## src/rtl/ems_pmr_pkg.sv

```systemverilog
`default_nettype none
package ems_pmr_pkg;

  localparam int WINDOW_PAGES_DEF = 12;
  localparam int EEPROM_WORDS_DEF = 64;

  localparam int MAP_W = 10;
  localparam int EE_W  = 16;

  // bus command codes
  localparam logic CMD_READ  = 1'b0;
  localparam logic CMD_WRITE = 1'b1;

  // register addresses
  localparam logic [15:0] ADDR_BOARD_ID  = 16'h0259;
  localparam logic [15:0] ADDR_DETECT    = 16'h025F;
  localparam logic [15:0] ADDR_PAGE_MASK = 16'h125F;
  localparam logic [15:0] ADDR_LATCH_LO  = 16'hC25C;
  localparam logic [15:0] ADDR_LATCH_HI  = 16'hC25D;
  localparam logic [15:0] ADDR_EE_CMD    = 16'hC25E;

  localparam logic [7:0] BOARD_ID       = 8'h18;
  localparam logic [7:0] READ_UNMATCHED = 8'hFF;

  // eeprom command codes, bits 7:6 of the command byte
  localparam logic [1:0] EE_CMD_LOAD  = 2'd2;
  localparam logic [1:0] EE_CMD_STORE = 2'd3;

  typedef enum logic [1:0] {
    ACT_NONE  = 2'd0,
    ACT_MAP   = 2'd1,
    ACT_UNMAP = 2'd2
  } map_action_t;

  typedef enum logic {
    ST_IDLE = 1'b0,
    ST_EXEC = 1'b1
  } state_t;

  typedef struct packed {
    logic        command;
    logic [15:0] io_address;
    logic [7:0]  write_byte;
  } request_t;

  typedef struct packed {
    logic [7:0]  read_byte;
    map_action_t map_action;
    logic [3:0]  window_index;
    logic [8:0]  board_page;
  } result_t;

  typedef struct packed {
    logic             win_we;
    logic [MAP_W-1:0] win_wdata;
    logic             detect_we;
    logic             mask_we;
    logic             latch_we;
    logic [EE_W-1:0]  latch_value;
    logic             ee_we;
  } update_t;

  // window index from a page register address, meaningful for nibbles 6 to 8
  function automatic logic [3:0] window_index(input logic [15:0] addr);
    logic [3:0] nib_off;
    nib_off = addr[3:0] - 4'd6;
    return {nib_off[1:0], addr[15:14]};
  endfunction

endpackage
`default_nettype wire

```

## src/rtl/ems_page_map_registers.sv

```systemverilog
`default_nettype none
// expanded-memory board register file. each bus access (read or write of one
// byte at a 16-bit i/o address) is one transfer on request, taken at a clock
// edge with start high and busy low. the page map and the eeprom words sit in
// two synchronous memories: the transfer edge launches the reads, the next
// cycle (busy high) decodes the access, updates registers and writes back,
// and the cycle after that shows the result on result with done high for
// exactly one cycle. the receiver cannot stall, so a result is never held.
// a new transfer can be taken in the same cycle as done, but not while busy;
// the memory read ahead of the read-modify-write is why transfers cannot
// overlap. memories clear through per-entry valid bits, so there is
// no clearing pass after reset.
module ems_page_map_registers #(
  parameter int WINDOW_PAGES = ems_pmr_pkg::WINDOW_PAGES_DEF,
  parameter int EEPROM_WORDS = ems_pmr_pkg::EEPROM_WORDS_DEF
) (
  input  wire logic                  clk,
  input  wire logic                  rst,
  input  wire logic                  start,
  output logic                       busy,
  input  wire ems_pmr_pkg::request_t request,
  output logic                       done,
  output ems_pmr_pkg::result_t       result
);

  localparam int WIN_AW = (WINDOW_PAGES > 1) ? $clog2(WINDOW_PAGES) : 1;
  localparam int EE_AW  = (EEPROM_WORDS > 1) ? $clog2(EEPROM_WORDS) : 1;

  ems_pmr_pkg::state_t   state, state_next;
  ems_pmr_pkg::request_t req;
  ems_pmr_pkg::result_t  rsp;
  ems_pmr_pkg::update_t  upd;

  logic                          accept;
  logic                          exec;
  logic [3:0]                    in_idx;
  logic [5:0]                    in_word;
  logic [WIN_AW-1:0]             win_addr_in;
  logic [EE_AW-1:0]              ee_addr_in;
  logic [WIN_AW-1:0]             win_addr;
  logic [EE_AW-1:0]              ee_addr;
  logic [ems_pmr_pkg::MAP_W-1:0] win_rd;
  logic [ems_pmr_pkg::EE_W-1:0]  ee_rd;
  logic [7:0]                    detect_reg;
  logic [7:0]                    window_enable_mask;
  logic [ems_pmr_pkg::EE_W-1:0]  eeprom_latch;

  // handshake and sequencing
  always_comb begin
    state_next = state;
    busy       = 1'b0;
    exec       = 1'b0;
    case (state)
      ems_pmr_pkg::ST_IDLE: begin
        if (start) begin
          state_next = ems_pmr_pkg::ST_EXEC;
        end
      end
      ems_pmr_pkg::ST_EXEC: begin
        busy       = 1'b1;
        exec       = 1'b1;
        state_next = ems_pmr_pkg::ST_IDLE;
      end
      default: state_next = ems_pmr_pkg::ST_IDLE;
    endcase
  end

  assign accept = start && !busy;

  always_ff @(posedge clk) begin
    if (rst) begin
      state <= ems_pmr_pkg::ST_IDLE;
    end else begin
      state <= state_next;
    end
  end

  // memory addresses taken straight from the incoming transfer;
  // out-of-range indices park at entry zero and their data is ignored
  always_comb begin
    in_idx      = ems_pmr_pkg::window_index(request.io_address);
    in_word     = request.write_byte[5:0];
    win_addr_in = (32'(in_idx) < WINDOW_PAGES) ? in_idx[WIN_AW-1:0] : '0;
    ee_addr_in  = (32'(in_word) < EEPROM_WORDS) ? in_word[EE_AW-1:0] : '0;
  end

  always_ff @(posedge clk) begin
    if (accept) begin
      req      <= request;
      win_addr <= win_addr_in;
      ee_addr  <= ee_addr_in;
    end
  end

  ems_pmr_mem #(
    .DEPTH (WINDOW_PAGES),
    .WIDTH (ems_pmr_pkg::MAP_W),
    .AW    (WIN_AW)
  ) u_win_mem (
    .clk     (clk),
    .rst     (rst),
    .rd_en   (accept),
    .rd_addr (win_addr_in),
    .rd_data (win_rd),
    .we      (exec && upd.win_we),
    .wr_addr (win_addr),
    .wr_data (upd.win_wdata)
  );

  ems_pmr_mem #(
    .DEPTH (EEPROM_WORDS),
    .WIDTH (ems_pmr_pkg::EE_W),
    .AW    (EE_AW)
  ) u_ee_mem (
    .clk     (clk),
    .rst     (rst),
    .rd_en   (accept),
    .rd_addr (ee_addr_in),
    .rd_data (ee_rd),
    .we      (exec && upd.ee_we),
    .wr_addr (ee_addr),
    .wr_data (eeprom_latch)
  );

  // decode of the held access against the memory read data
  ems_pmr_exec #(
    .WINDOW_PAGES (WINDOW_PAGES),
    .EEPROM_WORDS (EEPROM_WORDS)
  ) u_exec (
    .req    (req),
    .win_rd (win_rd),
    .ee_rd  (ee_rd),
    .detect (detect_reg),
    .mask   (window_enable_mask),
    .latch  (eeprom_latch),
    .rsp    (rsp),
    .upd    (upd)
  );

  // small registers, updated in the execute cycle
  always_ff @(posedge clk) begin
    if (rst) begin
      detect_reg         <= '0;
      window_enable_mask <= '0;
      eeprom_latch       <= '0;
    end else if (exec) begin
      if (upd.detect_we) begin
        detect_reg <= req.write_byte;
      end
      if (upd.mask_we) begin
        window_enable_mask <= req.write_byte;
      end
      if (upd.latch_we) begin
        eeprom_latch <= upd.latch_value;
      end
    end
  end

  // output register: result shown for one cycle after execute
  always_ff @(posedge clk) begin
    if (rst) begin
      done <= 1'b0;
    end else begin
      done <= exec;
    end
  end

  always_ff @(posedge clk) begin
    if (exec) begin
      result <= rsp;
    end
  end

endmodule
`default_nettype wire

```

## src/rtl/ems_pmr_mem.sv

```systemverilog
`default_nettype none
module ems_pmr_mem #(
  parameter int DEPTH = 12,
  parameter int WIDTH = 10,
  parameter int AW    = 4
) (
  input  wire logic             clk,
  input  wire logic             rst,
  input  wire logic             rd_en,
  input  wire logic [AW-1:0]    rd_addr,
  output logic      [WIDTH-1:0] rd_data,
  input  wire logic             we,
  input  wire logic [AW-1:0]    wr_addr,
  input  wire logic [WIDTH-1:0] wr_data
);

  logic [WIDTH-1:0] mem [DEPTH];
  logic [DEPTH-1:0] valid;
  logic [WIDTH-1:0] rd_q;
  logic             rd_valid;

  always_ff @(posedge clk) begin
    if (we) begin
      mem[wr_addr] <= wr_data;
    end
    if (rd_en) begin
      rd_q <= mem[rd_addr];
    end
  end

  // entries never written read as zero
  always_ff @(posedge clk) begin
    if (rst) begin
      valid    <= '0;
      rd_valid <= 1'b0;
    end else begin
      if (we) begin
        valid[wr_addr] <= 1'b1;
      end
      if (rd_en) begin
        rd_valid <= valid[rd_addr];
      end
    end
  end

  assign rd_data = rd_valid ? rd_q : '0;

endmodule
`default_nettype wire

```

## src/rtl/ems_pmr_exec.sv

```systemverilog
`default_nettype none
module ems_pmr_exec #(
  parameter int WINDOW_PAGES = ems_pmr_pkg::WINDOW_PAGES_DEF,
  parameter int EEPROM_WORDS = ems_pmr_pkg::EEPROM_WORDS_DEF
) (
  input  wire ems_pmr_pkg::request_t               req,
  input  wire logic [ems_pmr_pkg::MAP_W-1:0]       win_rd,
  input  wire logic [ems_pmr_pkg::EE_W-1:0]        ee_rd,
  input  wire logic [7:0]                          detect,
  input  wire logic [7:0]                          mask,
  input  wire logic [ems_pmr_pkg::EE_W-1:0]        latch,
  output ems_pmr_pkg::result_t                     rsp,
  output ems_pmr_pkg::update_t                     upd
);

  logic [3:0] nib;
  logic [1:0] hi;
  logic [3:0] idx;
  logic [5:0] word;
  logic       page_nib;
  logic       win_ok;
  logic       ee_ok;
  logic [7:0] wb;

  always_comb begin
    nib      = req.io_address[3:0];
    hi       = req.io_address[13:12];
    idx      = ems_pmr_pkg::window_index(req.io_address);
    wb       = req.write_byte;
    word     = wb[5:0];
    page_nib = nib inside {[4'd6:4'd8]};
    win_ok   = 32'(idx) < WINDOW_PAGES;
    ee_ok    = 32'(word) < EEPROM_WORDS;
    rsp      = '0;
    upd      = '0;

    if (req.command == ems_pmr_pkg::CMD_WRITE) begin
      if (nib <= 4'd8) begin
        if (page_nib && win_ok) begin
          upd.win_we    = 1'b1;
          upd.win_wdata = {hi, wb};
          // windows 0 to 7 are gated by the page mask
          if (idx[3] || mask[idx[2:0]]) begin
            rsp.window_index = idx;
            if (wb[7]) begin
              rsp.map_action = ems_pmr_pkg::ACT_MAP;
              rsp.board_page = {hi, wb[6:0]};
            end else begin
              rsp.map_action = ems_pmr_pkg::ACT_UNMAP;
            end
          end
        end
      end else begin
        case (req.io_address)
          ems_pmr_pkg::ADDR_DETECT: begin
            upd.detect_we = 1'b1;
          end
          ems_pmr_pkg::ADDR_PAGE_MASK: begin
            upd.mask_we = 1'b1;
          end
          ems_pmr_pkg::ADDR_LATCH_LO: begin
            upd.latch_we    = 1'b1;
            upd.latch_value = {latch[15:8], wb};
          end
          ems_pmr_pkg::ADDR_LATCH_HI: begin
            upd.latch_we    = 1'b1;
            upd.latch_value = {wb, latch[7:0]};
          end
          ems_pmr_pkg::ADDR_EE_CMD: begin
            case (wb[7:6])
              ems_pmr_pkg::EE_CMD_LOAD: begin
                upd.latch_we    = 1'b1;
                upd.latch_value = ee_ok ? ee_rd : '0;
              end
              ems_pmr_pkg::EE_CMD_STORE: begin
                upd.ee_we = ee_ok;
              end
              default: begin
              end
            endcase
          end
          default: begin
          end
        endcase
      end
    end else begin
      if (hi == 2'd0 && page_nib && win_ok) begin
        rsp.read_byte = win_rd[7:0];
      end else begin
        case (req.io_address)
          ems_pmr_pkg::ADDR_BOARD_ID: rsp.read_byte = ems_pmr_pkg::BOARD_ID;
          ems_pmr_pkg::ADDR_DETECT:
            rsp.read_byte = {detect[7:5], 2'b11, detect[2:0] + 3'd3};
          ems_pmr_pkg::ADDR_LATCH_LO: rsp.read_byte = latch[7:0];
          ems_pmr_pkg::ADDR_LATCH_HI: rsp.read_byte = latch[15:8];
          default: rsp.read_byte = ems_pmr_pkg::READ_UNMATCHED;
        endcase
      end
    end
  end

endmodule
`default_nettype wire

```

## config.mk

```make
export PLATFORM = sky130hd
export DESIGN_NAME = ems_page_map_registers
export DESIGN_NICKNAME = d
export VERILOG_FILES = /design/src/rtl/ems_pmr_pkg.sv /design/src/rtl/ems_page_map_registers.sv /design/src/rtl/ems_pmr_mem.sv /design/src/rtl/ems_pmr_exec.sv
export SDC_FILE = /design/constraint.sdc
export NUM_CORES = 1
export LEC_CHECK = 0
export BUFFER_PORTS_ARGS = -buffer_cell sky130_fd_sc_hd__buf_2
export CAP_MARGIN = 30
export CORE_ASPECT_RATIO = 0.8
export CORE_MARGIN = 10
export CORE_UTILIZATION = 35
export CTS_CLUSTER_SIZE = 24
export DETAILED_ROUTE_END_ITERATION = 8
export HOLD_SLACK_MARGIN = 0.1
export PLACE_DENSITY_LB_ADDON = 0.3
export SLEW_MARGIN = 20
export SYNTH_ARGS = -nofsm -noshare
export SYNTH_HDL_FRONTEND = slang
export SYNTH_HIERARCHICAL = 1
export SYNTH_SLANG_ARGS = --single-unit
```

## constraint.sdc

```tcl
create_clock -name clk -period 4.1 [get_ports clk]
set_input_delay 0.41 -clock clk [delete_from_list [all_inputs] [get_ports clk]]
set_output_delay 0.41 -clock clk [all_outputs]
set_load 0.1 [all_outputs]
```

# After elaboration in Yosys (flattened, before gate mapping)
# Memories as Yosys holds them, arrays and structs flattened. A register that Yosys moved wholly into a read port is not among the register bits.
# Cells that the tools add are included.
dict set report totals {
  reg_bits 170
  ramBits 1144
  inputBits 28
  word_cells 99
  mem_count 2
}
dict set report classes {
  addsub 3
  magnitude_cmp 11
  eq_ne 10
  muxes 33
  bitwise_logic 3
  n_reduce_logical 18
}
# name depth width read_ports rd_ports_with_merged_regs write_ports line_no
set memory_table {}
lappend memory_table {u_ee_mem.mem 64 16 1 1 1 ems_pmr_mem.sv:17} ;# logic [WIDTH-1:0] mem [DEPTH];
lappend memory_table {u_win_mem.mem 12 10 1 1 1 ems_pmr_mem.sv:17}
# operator count
set ops {}
lappend ops {{bitwise OR 64 bit} 1}
lappend ops {{case mux 17 bit (3 select lines)} 1}
lappend ops {{== test 16 bit, second input constant} 3}
lappend ops {{== test 16 x 10 -> 1 bit, second input constant} 2}
lappend ops {{case mux 8 bit (4 select lines)} 1}
lappend ops {{two-way mux 31 bit} 1}
lappend ops {{two-way mux 11 bit} 2}
lappend ops {{two-way mux 20 bit} 1}
lappend ops {{two-way mux 17 bit} 1}
lappend ops {{== test 16 x 13 -> 1 bit, second input constant} 1}
lappend ops {{two-way mux 16 bit} 1}
lappend ops {{two-way mux 8 bit} 2}
lappend ops {{two-way mux 1 bit} 15}
lappend ops {{less-than comparator 6 x 7 -> 1 bit, second input constant} 2}
lappend ops {{bitwise OR 12 bit} 1}
lappend ops {{less-than comparator 4 x 5 -> 1 bit, second input constant} 2}
lappend ops {{logical AND 1 bit} 9}
lappend ops {{less-than comparator 4 bit, second input constant} 2}
lappend ops {{binary-select mux 1 bit (select 6 bit)} 1}
lappend ops {{demux 1 bit (select 6 bit)} 1}
lappend ops {{>= comparator 6 x 1 -> 1 bit, second input constant} 1}
lappend ops {{!= test 3 x 2 -> 1 bit, second input constant} 2}
lappend ops {{AND reduction 3 bit} 2}
lappend ops {{AND reduction 5 bit} 1}
lappend ops {{19 further kinds} 22}

# Longest topological paths before layout
# Gate-level depths: netlist of the first run.
dict set report depth {
  word_depth 9
  ltp_mapped 11
}

# Modules after synthesis
# Netlist of the first run, hierarchy kept.
# module instances cells_each area_each_um2 seq_area_each_um2
set by_module_without_submodules {}
lappend by_module_without_submodules {{ems_pmr_mem at u_ee_mem} 1 1840 42117.9 32531.2}
lappend by_module_without_submodules {{ems_pmr_mem at u_win_mem} 1 287 5636.7 4164.0}
lappend by_module_without_submodules {ems_page_map_registers 1 198 3076.7 2242.2}
lappend by_module_without_submodules {ems_pmr_exec 1 192 1227.4 0.0}

# Least setup slack after synthesis of the first run
# Ideal clock, no wire load.
dict set report synth_timing {
  path_kind {flip-flop to flip-flop}
  startpoint {register state}
  endpoint {register u_ee_mem.rd_valid}
  arrival_ps 4498
  required_ps 3998
  setup_slack_ps -501
  stages_incl_launch_ff 5
  path_buffers 1
  synth_period_minus_slack_ps 4601
  cell_sequence {dfxtp_1 > buf_6 > nor2b_1 > inv_1 > o41ai_1}
}
dict set report synth_via {
  elab_chain_len 3
}
# element line_no
set synth_rtl {}
lappend synth_rtl {{start, declared} ems_page_map_registers.sv:29} ;# ems_pmr_pkg::state_t state, state_next;
lappend synth_rtl {{start signal, assigned} ems_page_map_registers.sv:72} ;# state <= ems_pmr_pkg::ST_IDLE;
lappend synth_rtl {{start signal, assigned} ems_page_map_registers.sv:74} ;# state <= state_next;
lappend synth_rtl {{two-way mux 1 bit} ems_page_map_registers.sv:53} ;# case (state)
lappend synth_rtl {{logical NOT 1 bit} ems_page_map_registers.sv:68} ;# assign accept = start && !busy;
lappend synth_rtl {{logical AND 1 bit} ems_page_map_registers.sv:68}
lappend synth_rtl {{named net accept} ems_page_map_registers.sv:34} ;# logic accept;
lappend synth_rtl {{end signal, assigned} ems_pmr_mem.sv:41} ;# rd_valid <= valid[rd_addr];
lappend synth_rtl {{end, declared} ems_pmr_mem.sv:20} ;# logic rd_valid;
# The timed path passes the listed nets, and every way through them passes these cells.
# A chain may end at the register's enable or synchronous reset.

==> results of run 1 <==
## cells in the final DEF, fill, tap and decap left out, types with 27 or more instances in the layout
| cell | instances |
|---|---|
| a21oi_1 | 35 |
| and2_1 | 41 |
| buf_2 | 47 |
| buf_4 | 119 |
| clkbuf_1 | 39 |
| clkbuf_16 | 133 |
| dfxtp_1 | 93 |
| edfxtp_1 | 1196 |
| mux2i_1 | 52 |
| mux4_2 | 354 |
| nand2_1 | 27 |
| nand2b_1 | 34 |
| nand3_1 | 27 |
| nor2_1 | 236 |
## worst min-delay path by stage
stage / cells past startpoint / start / slack, ps / endpoint
2_1_floorplan: 2 / u_win_mem/valid[3] / 430 / u_win_mem/valid[3]
4_1_cts: 1 / request[2] / 200 / req[2]
6_report: 1 / request[2] / 240 / req[2]
5_1_grt: 1 / request[2] / 230 / req[2]
3_5_place_dp: 2 / u_win_mem/valid[7] / 460 / u_win_mem/valid[7]
3_3_place_gp: 2 / u_win_mem/valid[1] / 440 / u_win_mem/valid[1]
## routing by layer
metal	GRT usage (%)	vias up	share of wire (%)
met5	0	-	0.011
met4	3.43	2	1.6
met3	3.46	143	8.0
met2	21.3	986	43
met1	23.3	13500	47
li1	-	10500	-
## final cells by class
class	instances	area, µm²
inverters	18	67.6
clock inverters	59	500
clock buffers	178	3560
fillers	12600	86500
flip-flops and latches	1306	38200
multi-input cells	1006	12200
well taps	1905	2380
repair buffers	206	1700
## power by group through the flow
stage | clock network [mW] | registers [mW] | logic, mW
finish | 11.4 | 14.4 | 1.18
global route | 12.2 | 14.4 | 1.25
CTS | 11.6 | 14.4 | 1.19
detailed placement | 0 | 14.7 | 1.17
global placement | 0 | 14.7 | 1.16
floorplan | 0 | 14.8 | 0.733
## worst max-delay path, delay by kind of cell (launching register included)
family / cells / cell delay (ps)
buffers and inverters: 3 / 750
flip-flops: 1 / 430
AND/OR/NAND/NOR: 7 / 2040
==> run_results.csv, run 1 <==
group,metric,value,unit
synth,netlist_area,51000,µm²
routing,via_count,25100,
setup_path,setup.worst_path.start,"req[21]",
floorplanning,design.core.area,145000,µm²
power_and_ir_drop,power_density,461,nW/µm²
setup_path,max_stage_delay,490,ps
clocking,tritoncts,"done",
worst_hold_path,hold_class,"in -> reg",
clocking,path_clk_slew,60,ps
sta,fin_ws,554,ps
setup_path,r2r-end,"u_ee_mem/mem[18][7]",
clocking,post-cts-setup-buffer-count,0,
placed_design,dp_slack,693,ps
clocking,worstSkewPairLatency,760,ps
sta,post-route-period-util,86.5,%
sta,hold_viol,0,
floorplanning,die-area,161000,µm²
clocking,htree_levels,4,
grt,grt_max_degree,83,
job,maxCapViolCount,0,
clocking,ctsHoldBuffers,20,
placed_design,placed_area,54200,µm²
finish,top_register,"u_ee_mem/mem",
sta,rsz0062_at_grt,"no",
floorplanning,die_width,447,µm
grt,grtUsageTotal,15.1,%
sta,tightestPinTransition,985,ps
power_and_ir_drop,ir_drop,431,µV
finish,syn_to_final_growth,14.7,%
run_status,status,"finished, final reports clean",
sta,whs,239,ps
finish,final_cell_count_no_fill,4678,
sta,drv_slew,0,
sta,fin_setup_tns,0,ps
power_and_ir_drop,p_switching,5.66,mW
grt,grt_overflow,0,
routing,drt-initial-drc-count,2656,
sta,fin_worst_skew,24.8,ps
grt,grt_pass1_vias,24900,
floorplanning,dieHeight,361,µm
finish,nets,2697,
setup_path,crit_path_end_kind,"flop",
setup_path,r2r-start,"req[21]",
setup_path,slowest_stage,"nor4_1",
setup_path,path_max_fanout,17,
setup_path,crit_type,"reg -> reg",
routing,drcViolationCount,0,
setup_path,worstSetupEndpoint,"u_ee_mem/mem[18][7]",
placed_design,gp_congestion,0.827,
finish,top_regs,"u_ee_mem/mem (1024), u_win_mem/mem (96), u_ee_mem/valid (64)",
clocking,clock-sinks,1306,
clocking,cts-root-buf,"clkbuf_16",
setup_path,r2r_slack,550,ps
finish,drive_gt1_share,29.0,%
power_and_ir_drop,p_leak,18.8,nW
sta,min_period,3550,ps
routing,first_pass_iters,7,
floorplanning,boundaryPins,53,
setup_path,cpMostUsedCell,"buf_4",
power_and_ir_drop,clkPwrFrac,42.1,%
synth,yosys_warnings,6,
setup_path,cp-start-kind,"flop",
power_and_ir_drop,finalPower,27.0,mW
finish,stdcell_area,58500,µm²
setup_path,reg2reg_depth,10,
grt,grt_pass1_wl,180,mm
power_and_ir_drop,seqPwrFrac,53.5,%
routing,detail-route-antenna-nets,0,
placed_design,port_buffers,52,
grt,antenna_found_initial,10,
placed_design,post-dp-hpwl,76.8,mm
setup_path,worstPathCellList,"nor2_1 > nand4_2 > nor4_1 > buf_4 > and2_1 > nor2b_1 > nand2_1 > buf_4 > nor2_1 > buf_4",
clocking,clockBufferDepth,3,
finish,largest_reg_flops,1024,
finish,diodes,0,
setup_path,arrival,3970,ps
routing,routed_wl,123,mm
synth,postSynthCellCount,2469,
setup_path,critPathRequiredTime,4530,ps
floorplanning,rows,125,
sta,fmax,282,MHz
floorplanning,start_util,35.2,%
clocking,cts_resized,0,
power_and_ir_drop,switching_share,21.0,%
power_and_ir_drop,p_int,21.3,mW
placed_design,place_inst,4419,
sta,slew_headroom,34.3,%
clocking,cts_buffers,130,
routing,wl_per_cell,26.2,µm
power_and_ir_drop,p_comb_share,4.4,%
synth,synth_area_per_cell,20.7,µm²
synth,syn_nets,2498,
finish,utilization,40.4,%
routing,vias_per_cell,5.37,
sta,setup_viol,0,
Note: power is estimated with default switching activity, not from simulation.
==> run 2: changes to the inputs <==
CTS_BUF_LIST = sky130_fd_sc_hd__clkbuf_8   (was default)
==> run 2 against run 1 <==
  * Final area shrank 0.47%
  * Flip-flop and latch count is the same
  * Die area is the same
  * Worst hold slack gained 29 ps
  * Count of clock-buffer cells in the layout grew 28
  * Global-route usage grew 0.13 points
  * Sequential share of layout area grew 0.31 points
  * Cell count grew 2.7%
  * Non-clock buffer count grew 3
  * Largest cell class unchanged
  * Highest routed layer unchanged
==> run_results.csv, run 2 (synthesis results as in run 1) <==
group,metric,value,unit
run_status,status,"finished, final reports clean",
sta,fin_ws,571,ps
placed_design,dp_slack,693,ps
finish,drive_gt1_share,30.2,%
setup_path,cp-start-kind,"flop",
grt,grt_pass1_wl,181,mm
sta,post-route-period-util,86.1,%
worst_hold_path,hold_class,"in -> reg",
setup_path,r2r_slack,570,ps
power_and_ir_drop,ir_drop,322,µV
sta,hold_viol,0,
routing,drt-initial-drc-count,2424,
setup_path,critPathRequiredTime,4600,ps
sta,fin_setup_tns,0,ps
clocking,htree_levels,4,
clocking,tritoncts,"done",
finish,syn_to_final_growth,14.2,%
floorplanning,rows,125,
sta,whs,268,ps
power_and_ir_drop,p_leak,19.0,nW
clocking,cts-root-buf,"clkbuf_8",
power_and_ir_drop,p_switching,5.70,mW
power_and_ir_drop,power_density,443,nW/µm²
setup_path,crit_path_end_kind,"flop",
grt,grt_overflow,0,
placed_design,post-dp-hpwl,76.8,mm
sta,slew_headroom,34.0,%
finish,top_register,"u_ee_mem/mem",
setup_path,arrival,4030,ps
grt,grtUsageTotal,15.2,%
grt,antenna_found_initial,13,
clocking,cts_buffers,193,
routing,routed_wl,124,mm
floorplanning,die-area,161000,µm²
floorplanning,start_util,35.2,%
placed_design,port_buffers,52,
finish,final_cell_mix,"edfxtp_1 (1,196), mux4_2 (354), nor2_1 (236)",
grt,grt_max_degree,83,
setup_path,crit_type,"reg -> reg",
clocking,worstSkewPairLatency,870,ps
worst_hold_path,min_from,"request[7]",
clocking,cts_resized,0,
routing,vias_per_cell,5.29,
setup_path,reg2reg_depth,9,
sta,min_period,3530,ps
sta,tightestPinTransition,990,ps
power_and_ir_drop,seqPwrFrac,56.0,%
floorplanning,die_width,447,µm
power_and_ir_drop,p_comb_share,4.6,%
setup_path,r2r-start,"req[21]",
power_and_ir_drop,p_int,20.1,mW
finish,nets,2763,
routing,via_count,25400,
setup_path,r2r-end,"u_ee_mem/mem[0][3]",
setup_path,path_max_fanout,17,
worst_hold_path,hold_path_end,"req[7]",
clocking,path_clk_slew,70,ps
clocking,clockBufferDepth,3,
clocking,clock-sinks,1306,
floorplanning,boundaryPins,53,
placed_design,gp_congestion,0.827,
sta,drv_slew,0,
power_and_ir_drop,clkPwrFrac,39.4,%
sta,fmax,283,MHz
floorplanning,dieHeight,361,µm
routing,wl_per_cell,25.7,µm
job,maxCapViolCount,0,
worst_hold_path,holdPathStages,2,
routing,first_pass_iters,5,
routing,detail-route-antenna-nets,0,
sta,rsz0062_at_grt,"no",
routing,drcViolationCount,0,
finish,final_common_cell,"edfxtp_1",
clocking,post-cts-setup-buffer-count,0,
sta,setup_viol,0,
sta,fin_worst_skew,45.2,ps
finish,top_regs,"u_ee_mem/mem (1024), u_win_mem/mem (96), u_ee_mem/valid (64)",
floorplanning,design.core.area,145000,µm²
power_and_ir_drop,switching_share,22.1,%
grt,grt_pass1_vias,25500,
finish,largest_reg_flops,1024,
run 2: cell count changes in the layout (fill, tap and decap cells not counted), moves of 5 or more:
cell	delta
inv_8	+5
inv_1	+70
clkbuf_1	-39
clkbuf_16	-133
clkinv_1	+18
clkbuf_8	+200
run 2: what timing repair did:
action                                  in CTS  in global routing
hold buffers                                23                  0
hold endpoints to repair                    57                  0
endpoints found under the setup margin       0                  0
run 2: area by class of cell:
| type | count | area [µm²] |
|---|---|---|
| Timing Repair Buffer | 209 | 1730 |
| Clock inverter | 152 | 911 |
| Multi-Input combinational cell | 1006 | 12200 |
| Sequential cell | 1306 | 38200 |
| Tap cell | 1905 | 2380 |
| Fill cell | 12700 | 86700 |
| Clock buffer | 206 | 2840 |
| Inverter | 18 | 67.6 |
| Antenna cell | 3 | 7.51 |
run 2: through the flow:
stage,area (µm²),util [%],total power [mW],instances
floorplan,51000,-,15.5,2469
global placement,54200,37.4,15.9,4417
detailed placement,54200,37.4,15.9,4419
CTS,58200,40.1,26.1,4800
global route,58200,40.2,26.8,4803
finish,58200,40.2,25.8,4805
run 2: how the worst max path moves through the flow:
stage                       start                   to  slack, ps  depth (start not counted)
after global routing      req[21]   u_ee_mem/mem[0][3]        350                          9
after CTS                 req[21]  u_ee_mem/mem[46][3]        640                          9
final                     req[21]   u_ee_mem/mem[0][3]        570                          9
after floorplan             state  u_ee_mem/mem[40][0]        440                          6
after detailed placement  req[21]  u_ee_mem/mem[46][6]        690                          9
after global placement    req[21]  u_ee_mem/mem[24][3]        840                         10
run 2: power by group through the flow:
stage | Clock (mW) | Sequential (mW) | Combinational [mW]
3_5_place_dp | 0 | 14.7 | 1.17
4_1_cts | 10.4 | 14.4 | 1.19
5_1_grt | 11.1 | 14.4 | 1.25
2_1_floorplan | 0 | 14.8 | 0.733
3_3_place_gp | 0 | 14.7 | 1.16
6_report | 10.2 | 14.4 | 1.19
run 2: metal layers:
layer	share of wire, %	GRT usage, %	up-vias
met5	0.019	0	-
met1	45	23.0	13500
met3	9.9	4.56	162
met4	2.0	4.06	4
li1	-	-	10700
met2	43	21.1	1058
run 2: critical path, cell delays in order, from the launching register on:
cell and delay [ps]:
edfxtp_1 440, nor2_1 220, nand4_2 290, nor4_1 470, buf_4 210, and2_1 300, nor2b_1 390, nand2_1 190
nor2_1 290, buf_4 350
